### src/hw/rtl/assert_macros.svh
// Assertion macros shared by the RTL of the HSV to RGB converter.
// No dependencies; each macro checks one clocked implication under reset.
`ifndef ASSERT_MACROS_SVH
`define ASSERT_MACROS_SVH

// Same-cycle implication.
`define ASSERT_IMPL(lbl, clk, rst_n, ante, cons) \
    lbl: assert property (@(posedge clk) disable iff (!(rst_n)) (ante) |-> (cons)) \
        else $error("assertion failed");

// Next-cycle implication.
`define ASSERT_NEXT(lbl, clk, rst_n, ante, cons) \
    lbl: assert property (@(posedge clk) disable iff (!(rst_n)) (ante) |=> (cons)) \
        else $error("assertion failed");

`endif

### src/hw/rtl/hsv2rgb_pkg.sv
// Types and constants of the HSV to RGB converter.
// No dependencies; used by the channel scaler and the top level.
package hsv2rgb_pkg;

    localparam int IN_W = 17;
    localparam int CH_W = 8;
    localparam logic [CH_W-1:0] CH_MAX = 8'hFF;

    typedef logic [2:0] t_sect;

    localparam t_sect SECT_RY = 3'd0;
    localparam t_sect SECT_YG = 3'd1;
    localparam t_sect SECT_GC = 3'd2;
    localparam t_sect SECT_CB = 3'd3;
    localparam t_sect SECT_BM = 3'd4;
    localparam t_sect SECT_MR = 3'd5;

endpackage

### src/hw/rtl/hsv2rgb_chan.sv
// Channel scaler: adds the offset, scales by 255, truncates and clamps to 8 bits;
// forces zero on i_err. Depends on hsv2rgb_pkg for the channel width and limit.
module hsv2rgb_chan
    import hsv2rgb_pkg::*;
#(
    parameter int FRAC_BITS = 16
) (
    input  logic [FRAC_BITS:0] i_part,
    input  logic [FRAC_BITS:0] i_offset,
    input  logic               i_err,
    output logic [CH_W-1:0]    o_chan
);

    localparam int VW  = FRAC_BITS + 1;
    localparam int SCW = VW + CH_W;

    logic [VW-1:0]  sum;
    logic [SCW-1:0] scaled;
    logic [CH_W:0]  q;

    assign sum    = i_part + i_offset;
    assign scaled = (SCW'(sum) << CH_W) - SCW'(sum);
    assign q      = scaled[FRAC_BITS +: CH_W+1];

    always_comb begin
        if (i_err) begin
            o_chan = '0;
        end else if (q[CH_W]) begin
            o_chan = CH_MAX;
        end else begin
            o_chan = q[CH_W-1:0];
        end
    end

endmodule

### src/hw/rtl/hsv_to_rgb_converter_core.sv
// HSV to RGB converter, three-stage pipeline: an accepted beat passes the stage A,
// stage B and output registers to its result strobe, throughput one beat per cycle.
// The stage depth is set by one multiplier per stage: value times saturation,
// chroma times ramp, then the three 255 scalers. busy is always low.
// Synchronous active-low reset clears the valid bits; data registers are not reset.
// Depends on hsv2rgb_pkg, hsv2rgb_chan and assert_macros.svh.
`include "assert_macros.svh"

module hsv_to_rgb_converter_core
    import hsv2rgb_pkg::*;
#(
    parameter int FRAC_BITS = 16
) (
    input  logic            i_clk,
    input  logic            i_rst_n,
    input  logic            start,
    output logic            busy,
    input  logic [IN_W-1:0] i_hue_in,
    input  logic [IN_W-1:0] i_saturation_in,
    input  logic [IN_W-1:0] i_brightness_in,
    output logic            o_valid,
    output logic [CH_W-1:0] o_red_out,
    output logic [CH_W-1:0] o_green_out,
    output logic [CH_W-1:0] o_blue_out,
    output logic            o_range_error
);

    localparam int VW = FRAC_BITS + 1;
    localparam int CW = (IN_W > FRAC_BITS + 2) ? IN_W : FRAC_BITS + 2;
    localparam int SW = VW + 3;
    localparam int PW = 2 * VW;
    localparam logic [CW-1:0] ONE_C = CW'(1) << FRAC_BITS;
    localparam logic [VW-1:0] ONE_V = VW'(1) << FRAC_BITS;

    logic            accept;
    logic [CW-1:0]   hue_ext;
    logic [CW-1:0]   sat_ext;
    logic [CW-1:0]   val_ext;
    logic [VW-1:0]   hue_v;
    logic [VW-1:0]   sat_v;
    logic [VW-1:0]   val_v;
    logic [PW-1:0]   prod_vs;

    logic            r_a_valid;
    logic            r_a_err;
    logic [SW-1:0]   r_a_sector;
    logic [VW-1:0]   r_a_chroma;
    logic [VW-1:0]   r_a_val;

    t_sect           a_idx;
    logic [FRAC_BITS-1:0] a_frac;
    logic [VW-1:0]   a_ramp;
    logic [PW-1:0]   prod_ct;

    logic            r_b_valid;
    logic            r_b_err;
    t_sect           r_b_idx;
    logic [VW-1:0]   r_b_chroma;
    logic [VW-1:0]   r_b_x;
    logic [VW-1:0]   r_b_offset;

    logic [VW-1:0]   part_r;
    logic [VW-1:0]   part_g;
    logic [VW-1:0]   part_b;
    logic [CH_W-1:0] n_red;
    logic [CH_W-1:0] n_green;
    logic [CH_W-1:0] n_blue;

    logic            r_valid;
    logic [CH_W-1:0] r_red;
    logic [CH_W-1:0] r_green;
    logic [CH_W-1:0] r_blue;
    logic            r_err;

    assign busy   = 1'b0;
    assign accept = start && !busy;

    assign hue_ext = CW'(i_hue_in);
    assign sat_ext = CW'(i_saturation_in);
    assign val_ext = CW'(i_brightness_in);
    assign hue_v   = VW'(hue_ext);
    assign sat_v   = VW'(sat_ext);
    assign val_v   = VW'(val_ext);
    assign prod_vs = PW'(val_v) * PW'(sat_v);

    always_ff @(posedge i_clk) begin
        if (!i_rst_n) begin
            r_a_valid <= 1'b0;
            r_b_valid <= 1'b0;
            r_valid   <= 1'b0;
        end else begin
            r_a_valid <= accept;
            r_b_valid <= r_a_valid;
            r_valid   <= r_b_valid;
        end
    end

    always_ff @(posedge i_clk) begin
        r_a_err    <= (hue_ext > ONE_C) || (sat_ext > ONE_C) || (val_ext > ONE_C);
        r_a_sector <= (SW'(hue_v) << 2) + (SW'(hue_v) << 1);
        r_a_chroma <= prod_vs[FRAC_BITS +: VW];
        r_a_val    <= val_v;
    end

    assign a_idx  = r_a_sector[FRAC_BITS +: 3];
    assign a_frac = r_a_sector[FRAC_BITS-1:0];
    assign a_ramp = a_idx[0] ? (ONE_V - VW'(a_frac)) : VW'(a_frac);
    assign prod_ct = PW'(r_a_chroma) * PW'(a_ramp);

    always_ff @(posedge i_clk) begin
        r_b_err    <= r_a_err || (a_idx > SECT_MR);
        r_b_idx    <= a_idx;
        r_b_chroma <= r_a_chroma;
        r_b_x      <= prod_ct[FRAC_BITS +: VW];
        r_b_offset <= r_a_val - r_a_chroma;
    end

    always_comb begin
        case (r_b_idx)
            SECT_RY: begin
                part_r = r_b_chroma; part_g = r_b_x;      part_b = '0;
            end
            SECT_YG: begin
                part_r = r_b_x;      part_g = r_b_chroma; part_b = '0;
            end
            SECT_GC: begin
                part_r = '0;         part_g = r_b_chroma; part_b = r_b_x;
            end
            SECT_CB: begin
                part_r = '0;         part_g = r_b_x;      part_b = r_b_chroma;
            end
            SECT_BM: begin
                part_r = r_b_x;      part_g = '0;         part_b = r_b_chroma;
            end
            default: begin
                part_r = r_b_chroma; part_g = '0;         part_b = r_b_x;
            end
        endcase
    end

    hsv2rgb_chan #(.FRAC_BITS(FRAC_BITS)) u_chan_r (
        .i_part   (part_r),
        .i_offset (r_b_offset),
        .i_err    (r_b_err),
        .o_chan   (n_red)
    );

    hsv2rgb_chan #(.FRAC_BITS(FRAC_BITS)) u_chan_g (
        .i_part   (part_g),
        .i_offset (r_b_offset),
        .i_err    (r_b_err),
        .o_chan   (n_green)
    );

    hsv2rgb_chan #(.FRAC_BITS(FRAC_BITS)) u_chan_b (
        .i_part   (part_b),
        .i_offset (r_b_offset),
        .i_err    (r_b_err),
        .o_chan   (n_blue)
    );

    always_ff @(posedge i_clk) begin
        r_red   <= n_red;
        r_green <= n_green;
        r_blue  <= n_blue;
        r_err   <= r_b_err;
    end

    assign o_valid       = r_valid;
    assign o_red_out     = r_red;
    assign o_green_out   = r_green;
    assign o_blue_out    = r_blue;
    assign o_range_error = r_err;

    `ASSERT_NEXT(a_accept_enters, i_clk, i_rst_n, accept, r_a_valid)
    `ASSERT_IMPL(a_result_latency, i_clk, i_rst_n, o_valid, $past(start, 3))
    `ASSERT_IMPL(a_sector_ok, i_clk, i_rst_n, r_b_valid && !r_b_err, r_b_idx <= SECT_MR)
    `ASSERT_IMPL(a_err_zero, i_clk, i_rst_n, o_valid && o_range_error,
                 (o_red_out == '0) && (o_green_out == '0) && (o_blue_out == '0))

endmodule

### config.mk
export PLATFORM = sky130hd
export DESIGN_NAME = hsv_to_rgb_converter_core
export DESIGN_NICKNAME = d
export VERILOG_FILES = /design/src/hw/rtl/hsv2rgb_pkg.sv /design/src/hw/rtl/hsv2rgb_chan.sv /design/src/hw/rtl/hsv_to_rgb_converter_core.sv
export VERILOG_INCLUDE_DIRS = /design/src /design/src/hw/rtl
export SDC_FILE = /design/constraint.sdc
export NUM_CORES = 2
export LEC_CHECK = 0
export ABC_AREA = 1
export BUFFER_PORTS_ARGS = -buffer_cell sky130_fd_sc_hd__buf_4
export CORE_ASPECT_RATIO = 1.4
export CORE_MARGIN = 5
export CORE_UTILIZATION = 33
export CTS_CLUSTER_DIAMETER = 150
export CTS_CLUSTER_SIZE = 20
export DETAILED_ROUTE_END_ITERATION = 10
export MAX_ROUTING_LAYER = met4
export PLACE_DENSITY = 0.45
export REMOVE_ABC_BUFFERS = 1
export SYNTH_ARGS = -nofsm -noshare
export SYNTH_HDL_FRONTEND = slang
export SYNTH_SLANG_ARGS = --single-unit
export TNS_END_PERCENT = 1
### constraint.sdc
create_clock -name i_clk -period 8.5 [get_ports i_clk]
set_clock_uncertainty 0.15 [all_clocks]
set_input_delay 1.275 -clock i_clk [delete_from_list [all_inputs] [get_ports i_clk]]
set_output_delay 1.275 -clock i_clk [all_outputs]
set_load 0.02 [all_outputs]
## Yosys cells after proc, flatten, opt, wreduce, memory -nomap -nowiden

Index checks and enable logic that the tools add are counted.

- $add $sub $neg: 9
- Reduce and logical (&&, ||, !) cells: 10
- Order comparisons: 4
- Equal/unequal tests: 4
- $mul: 2
- Muxes and demuxes: 7

Operators with widths:

| cell | count |
|---|---|
| $pmux W17 S2 | 3 |
| $sub A25 B17 Y25 | 3 |
| $mul A17 B17 Y33 | 2 |
| $add A17 B17 Y17 | 3 |
| $gt A17 B17 Y1 const B | 3 |
| $mux W8 | 3 |
| $add A19 B18 Y19 | 1 |
| $mux W17 | 1 |
| $sub A17 B16 Y17 const A | 1 |
| $sub A17 B17 Y17 | 1 |
| $reduce_or A2 Y1 | 6 |
| $eq A3 B2 Y1 const B | 2 |
| $eq A3 B1 Y1 const B | 1 |
| $eq A3 B3 Y1 const B | 1 |
| $gt A3 B3 Y1 const B | 1 |
| $logic_not A3 Y1 | 1 |
| $logic_or A1 B1 Y1 | 3 |

- Output and inout port bits: 27
- Bits of input ports: 54
- Flip-flop bits (word level): 137

## Longest topological paths before layout

- Depth in word-level cells: 6
- Depth in mapped cells: 36
- Gate-level depth less buffers: 34

## By module

A second synthesis with hierarchy kept.

- Cells, all modules: 4365
- Area, all modules: 30434.2 µm²

Modules (own cells, without submodules):

| module | cells an instance | sequential area each (µm²) | area each (µm²) | times used |
|---|---|---|---|---|
| hsv_to_rgb_converter_core | 3222 | 2722.6 | 24563.6 | 1 |
| hsv2rgb_chan | 381 | 0.0 | 1956.9 | 3 |

## Least setup slack after synthesis

OpenSTA, ideal clock, no wires.

- Path type: input to register
- Start point: input port i_saturation_in[2]
- End point: register r_a_chroma[11]
- Arrival time: 6.433 ns
- Setup time: 0.123 ns
- Setup slack: 1.794 ns
- Required time: 8.227 ns
- Cell stages on the path: 24
- Cells stage by stage: clkbuf_1 -> clkbuf_1 -> nand2_1 -> fa_1 -> inv_1 -> fa_1 -> inv_1 -> fa_1 -> inv_1 -> fa_1 -> inv_1 -> fa_1 -> inv_1 -> fa_1 -> ha_1 -> a21oi_1 -> o21ai_0 -> a21oi_1 -> nand2_1 -> nand2_1 -> nand2_1 -> a21boi_0 -> o21bai_1 -> xor2_1

- Word-level cells in the longest chain between the ends: 1

RTL lines:

| what | RTL line | source |
|---|---|---|
| from (decl) | hsv_to_rgb_converter_core.sv:19 | `input logic [IN_W-1:0] i_saturation_in,` |
| $mul A17 B17 Y33 | hsv_to_rgb_converter_core.sv:84 | `assign prod_vs = PW'(val_v) * PW'(sat_v);` |
| via prod_vs[27] | hsv_to_rgb_converter_core.sv:42 | `logic [PW-1:0] prod_vs;` |
| to (signal assigned) | hsv_to_rgb_converter_core.sv:101 | `r_a_chroma <= prod_vs[FRAC_BITS +: VW];` |
| to (decl) | hsv_to_rgb_converter_core.sv:47 | `logic [VW-1:0] r_a_chroma;` |

The timed path passes the listed nets, and every way through them passes these cells.
A chain may end at the register's enable or synchronous reset.

## Worst setup path after layout

- Start point: register r_a_sector[1]
- End point: register r_b_x[13]

- Word-level cells in the longest chain between the ends: 3

RTL lines:

| what | RTL line | source |
|---|---|---|
| from (decl) | hsv_to_rgb_converter_core.sv:46 | `logic [SW-1:0] r_a_sector;` |
| from (signal assigned) | hsv_to_rgb_converter_core.sv:100 | `r_a_sector <= (SW'(hue_v) << 2) + (SW'(hue_v) << 1);` |
| $sub A17 B16 Y17 | hsv_to_rgb_converter_core.sv:107 | `assign a_ramp = a_idx[0] ? (ONE_V - VW'(a_frac)) : VW'(a_frac);` |
| $mux W17 * | hsv_to_rgb_converter_core.sv:107 |  |
| $mul A17 B17 Y33 * | hsv_to_rgb_converter_core.sv:108 | `assign prod_ct = PW'(r_a_chroma) * PW'(a_ramp);` |
| via prod_ct[29] | hsv_to_rgb_converter_core.sv:53 | `logic [PW-1:0] prod_ct;` |
| to (signal assigned) | hsv_to_rgb_converter_core.sv:114 | `r_b_x <= prod_ct[FRAC_BITS +: VW];` |
| to (decl) | hsv_to_rgb_converter_core.sv:59 | `logic [VW-1:0] r_b_x;` |

Mark *: on every way through the listed nets, which the timed path passes. The rest lies on a longest branch.

==> impl_results.md <==
* Status: finished, final reports clean
* Mapped Area at slightly below 0.03 sq mm
* # rows at 128
* Post-synth EDFFs at 0
* Initial antenna violation count at 5
* Final worst path period share at between 80% and 90%
* Worst Max-Slew Pin Slew at ~990 ps
* Antenna-violating nets left at 0
* Critical path type: reg -> reg
* Worst setup SP type: register
* Pre-antenna DRT Iters at 7
* Max Transition Viols Final at 0
* Synth unique cells at 55
* Overall routing resource usage at between 20% and 30%
* I/O Buffers at between 70 and 80
* Final hold vios at 0
* CP arrival at roughly 7300 ps
* Layout cells sized above 1 at 5.579%
* Detailed-route wire length per cell at approximately 18 um
* Skew-Pair Late Insertion Delay at between 400 and 500 ps
* Fillers at around 9500
* Number of DRC markers in iteration 0 at approximately 1200
* Gate Count Post-Synth at between 4000 and 5000
* I/O Pins at 81
* Sequential area share after synthesis at a little under a tenth
* Largest net degree at the start of global routing at 20
* Vias in the first global route at ~26000
* Main synth FF type: dfxtp_1
* CP dominant cell by count: inv_1
* Crit path time final at a little over 7000 ps
* Share of the synthesized area in the top cell type at between 20 and 30%
* Routability cong. at approximately 0.9
* Die Y at 361.2 um
* CP Capture Type: register
* Fmax at between 0.1 and 0.15 GHz
* CP Max Fanout at 18
* Headroom to the max-slew limit at between 30% and 40%
* Asr flop ratio synth at 0%
* CTS sink cnt at approximately 140
* Routed vias/inst at between 4 and 5
* H-tree depth at 4
* Post-CTS sizing at 0
* Die Wd at approximately 260 um
* Pre-CTS WS at approximately 1400 ps
* Critical-path top delay cell: fa_1
* Largest area contributor in the synthesized netlist: fa_1
* Synth Register Bits at between 100 and 150
* Max-cap viol count at 0
* Setup bufs post-CTS at 0
* CP required at 8750 ps
* Hold WS at approximately 270 ps
* CP peak stage delay at ~550 ps
* Synth top area cells: fa_1, ha_1, nand2_1
* Core area at approximately 0.087 sq mm
* Nets at about 4800
* Root buf cell: clkbuf_16
* PnR worst setup slack at between 1000 and 1500 ps
* Via count at ~25000
* Register Area at 0.002723 sq mm
* Full die area at between 0.09 and 0.1 sq mm
* Clock tree buffer depth at 2
* Initial core utilization at 33.31%
* WL final at 91830 um
* DR DRC count at 0
* TritonCTS clock tree: done
* P&R area growth vs syn at 8.168%
* Final HPWL DP at between 70000 and 80000 um
* Total CTS buffers at 17
* RSZ-0062 raised after global routing: false
* Mapped Avg Cell Area at approximately 7.2 sq um
* First-pass GRT wire length at 145200 um
* Clock-pin transition on the worst setup and hold timing paths at about 70 ps
* Post-Route Setup TNS at 0 ps
* Multi-input combinational cell area at about 0.022 sq mm
* Class of the tightest hold or removal check: reg -> reg
* Yosys Warn Count at 0
* Hold-fix buffers at CTS at 0
* GR Overflow Total at 0
* Final setup vio count at 0
## synthesized netlist by cell type (6+ instances only)
master    number
a31oi_1        8
fa_1         432
o22ai_1       49
nand3b_1      10
nand2_1     1013
a21o_1        11
buf_1         19
nor2_2        13
o21bai_1       9
nand3_1      131
nor4_1        11
clkinv_1       8
clkbuf_1      82
inv_2         15
ha_1         329
a21oi_1      162
nor2_1       260
a21boi_0       6
xor2_1        66
nand3_2       10
o21ai_0       64
inv_1        961
nor3_1        28
xnor2_1       33
nand4_1       43
nand2_2       35
dfxtp_1      136
o21ai_1        6
## critical path, delay by kind of cell, from the launching register on
kind	cells	cell delay (ps)
flip-flops	1	300
adder cells (fa/ha/maj)	8	3450
AND/OR/NAND/NOR	6	1070
AO/OA/AOI/OAI	5	830
XOR/XNOR	1	160
buffers and inverters	10	1080
## cells in the final DEF (no fill, tap or decap), types with 17 or more instances in the layout
master / n
o22ai_1: 49
nand2_1: 1013
nor2_1: 260
inv_1: 961
a21oi_1: 162
nand3_1: 131
dfxtp_1: 136
clkbuf_16: 17
xnor2_1: 33
nand4_1: 43
buf_4: 94
nor3_1: 28
fa_1: 432
o21ai_0: 64
nand2_2: 35
xor2_1: 66
ha_1: 329
## kinds of logic after synthesis
kind of cell | synth area share (%)
AND/OR/NAND/NOR | 22.54
buffers and inverters | 14.16
adder cells (fa/ha/maj) | 43.90
AO/OA/AOI/OAI | 6.924
flip-flops | 9.364
XOR/XNOR | 3.094
other | 0.01290
## sequential cells by signal (all words and copies together) (netlist names), 3 cells and up
signal,count
r_a_val,17
r_a_sector,18
r_b_chroma,17
r_b_offset,17
r_b_idx,3
r_a_chroma,17
o_green_out,8
r_b_x,17
o_blue_out,8
o_red_out,8
## area by class of cell
type,count,share of cell area (%)
antenna,1,0.007957
clock buffer,18,1.396
clock inverter,14,0.5928
inverter,984,11.74
multi-input combinational,2787,70.70
sequential,136,8.657
tap,1170,4.655
timing repair buffer,94,2.244
## layer usage
layer / track usage [%] / vias up / wire length (um)
li1: - / 12090 / -
met1: 22.74 / 11840 / 36680
met2: 38.49 / 478 / 49360
met3: 1.730 / 126 / 2795
met4: 6.073 / 0 / 3001
met5: - / - / 0
## per-stage QoR
step	std cells	area, sq um	utilization, %
after floorplan	3907	28650	-
after global routing	5203	31450	36.03
final	5204	31450	36.03
after CTS	5203	31450	36.03
after global placement	5171	30820	35.31
after detailed placement	5171	30820	35.31
## worst paths after layout
kind / from / to / slack, ps / cells past startpoint
setup / recovery: r_a_sector[1]$_DFF_P_ / r_b_x[13]$_DFF_P_ / 1440 / 30
hold / removal: r_a_valid$_SDFF_PN0_ / r_b_valid$_SDFF_PN0_ / 270 / 2
setup reg to reg: r_a_sector[1]$_DFF_P_ / r_b_x[13]$_DFF_P_ / 1440 / 30
hold reg to reg: r_a_valid$_SDFF_PN0_ / r_b_valid$_SDFF_PN0_ / 270 / 2
Power is left out: the tool's default activity adds up to more than one toggle a clock period on the data nets, which glitch-free logic cannot reach.
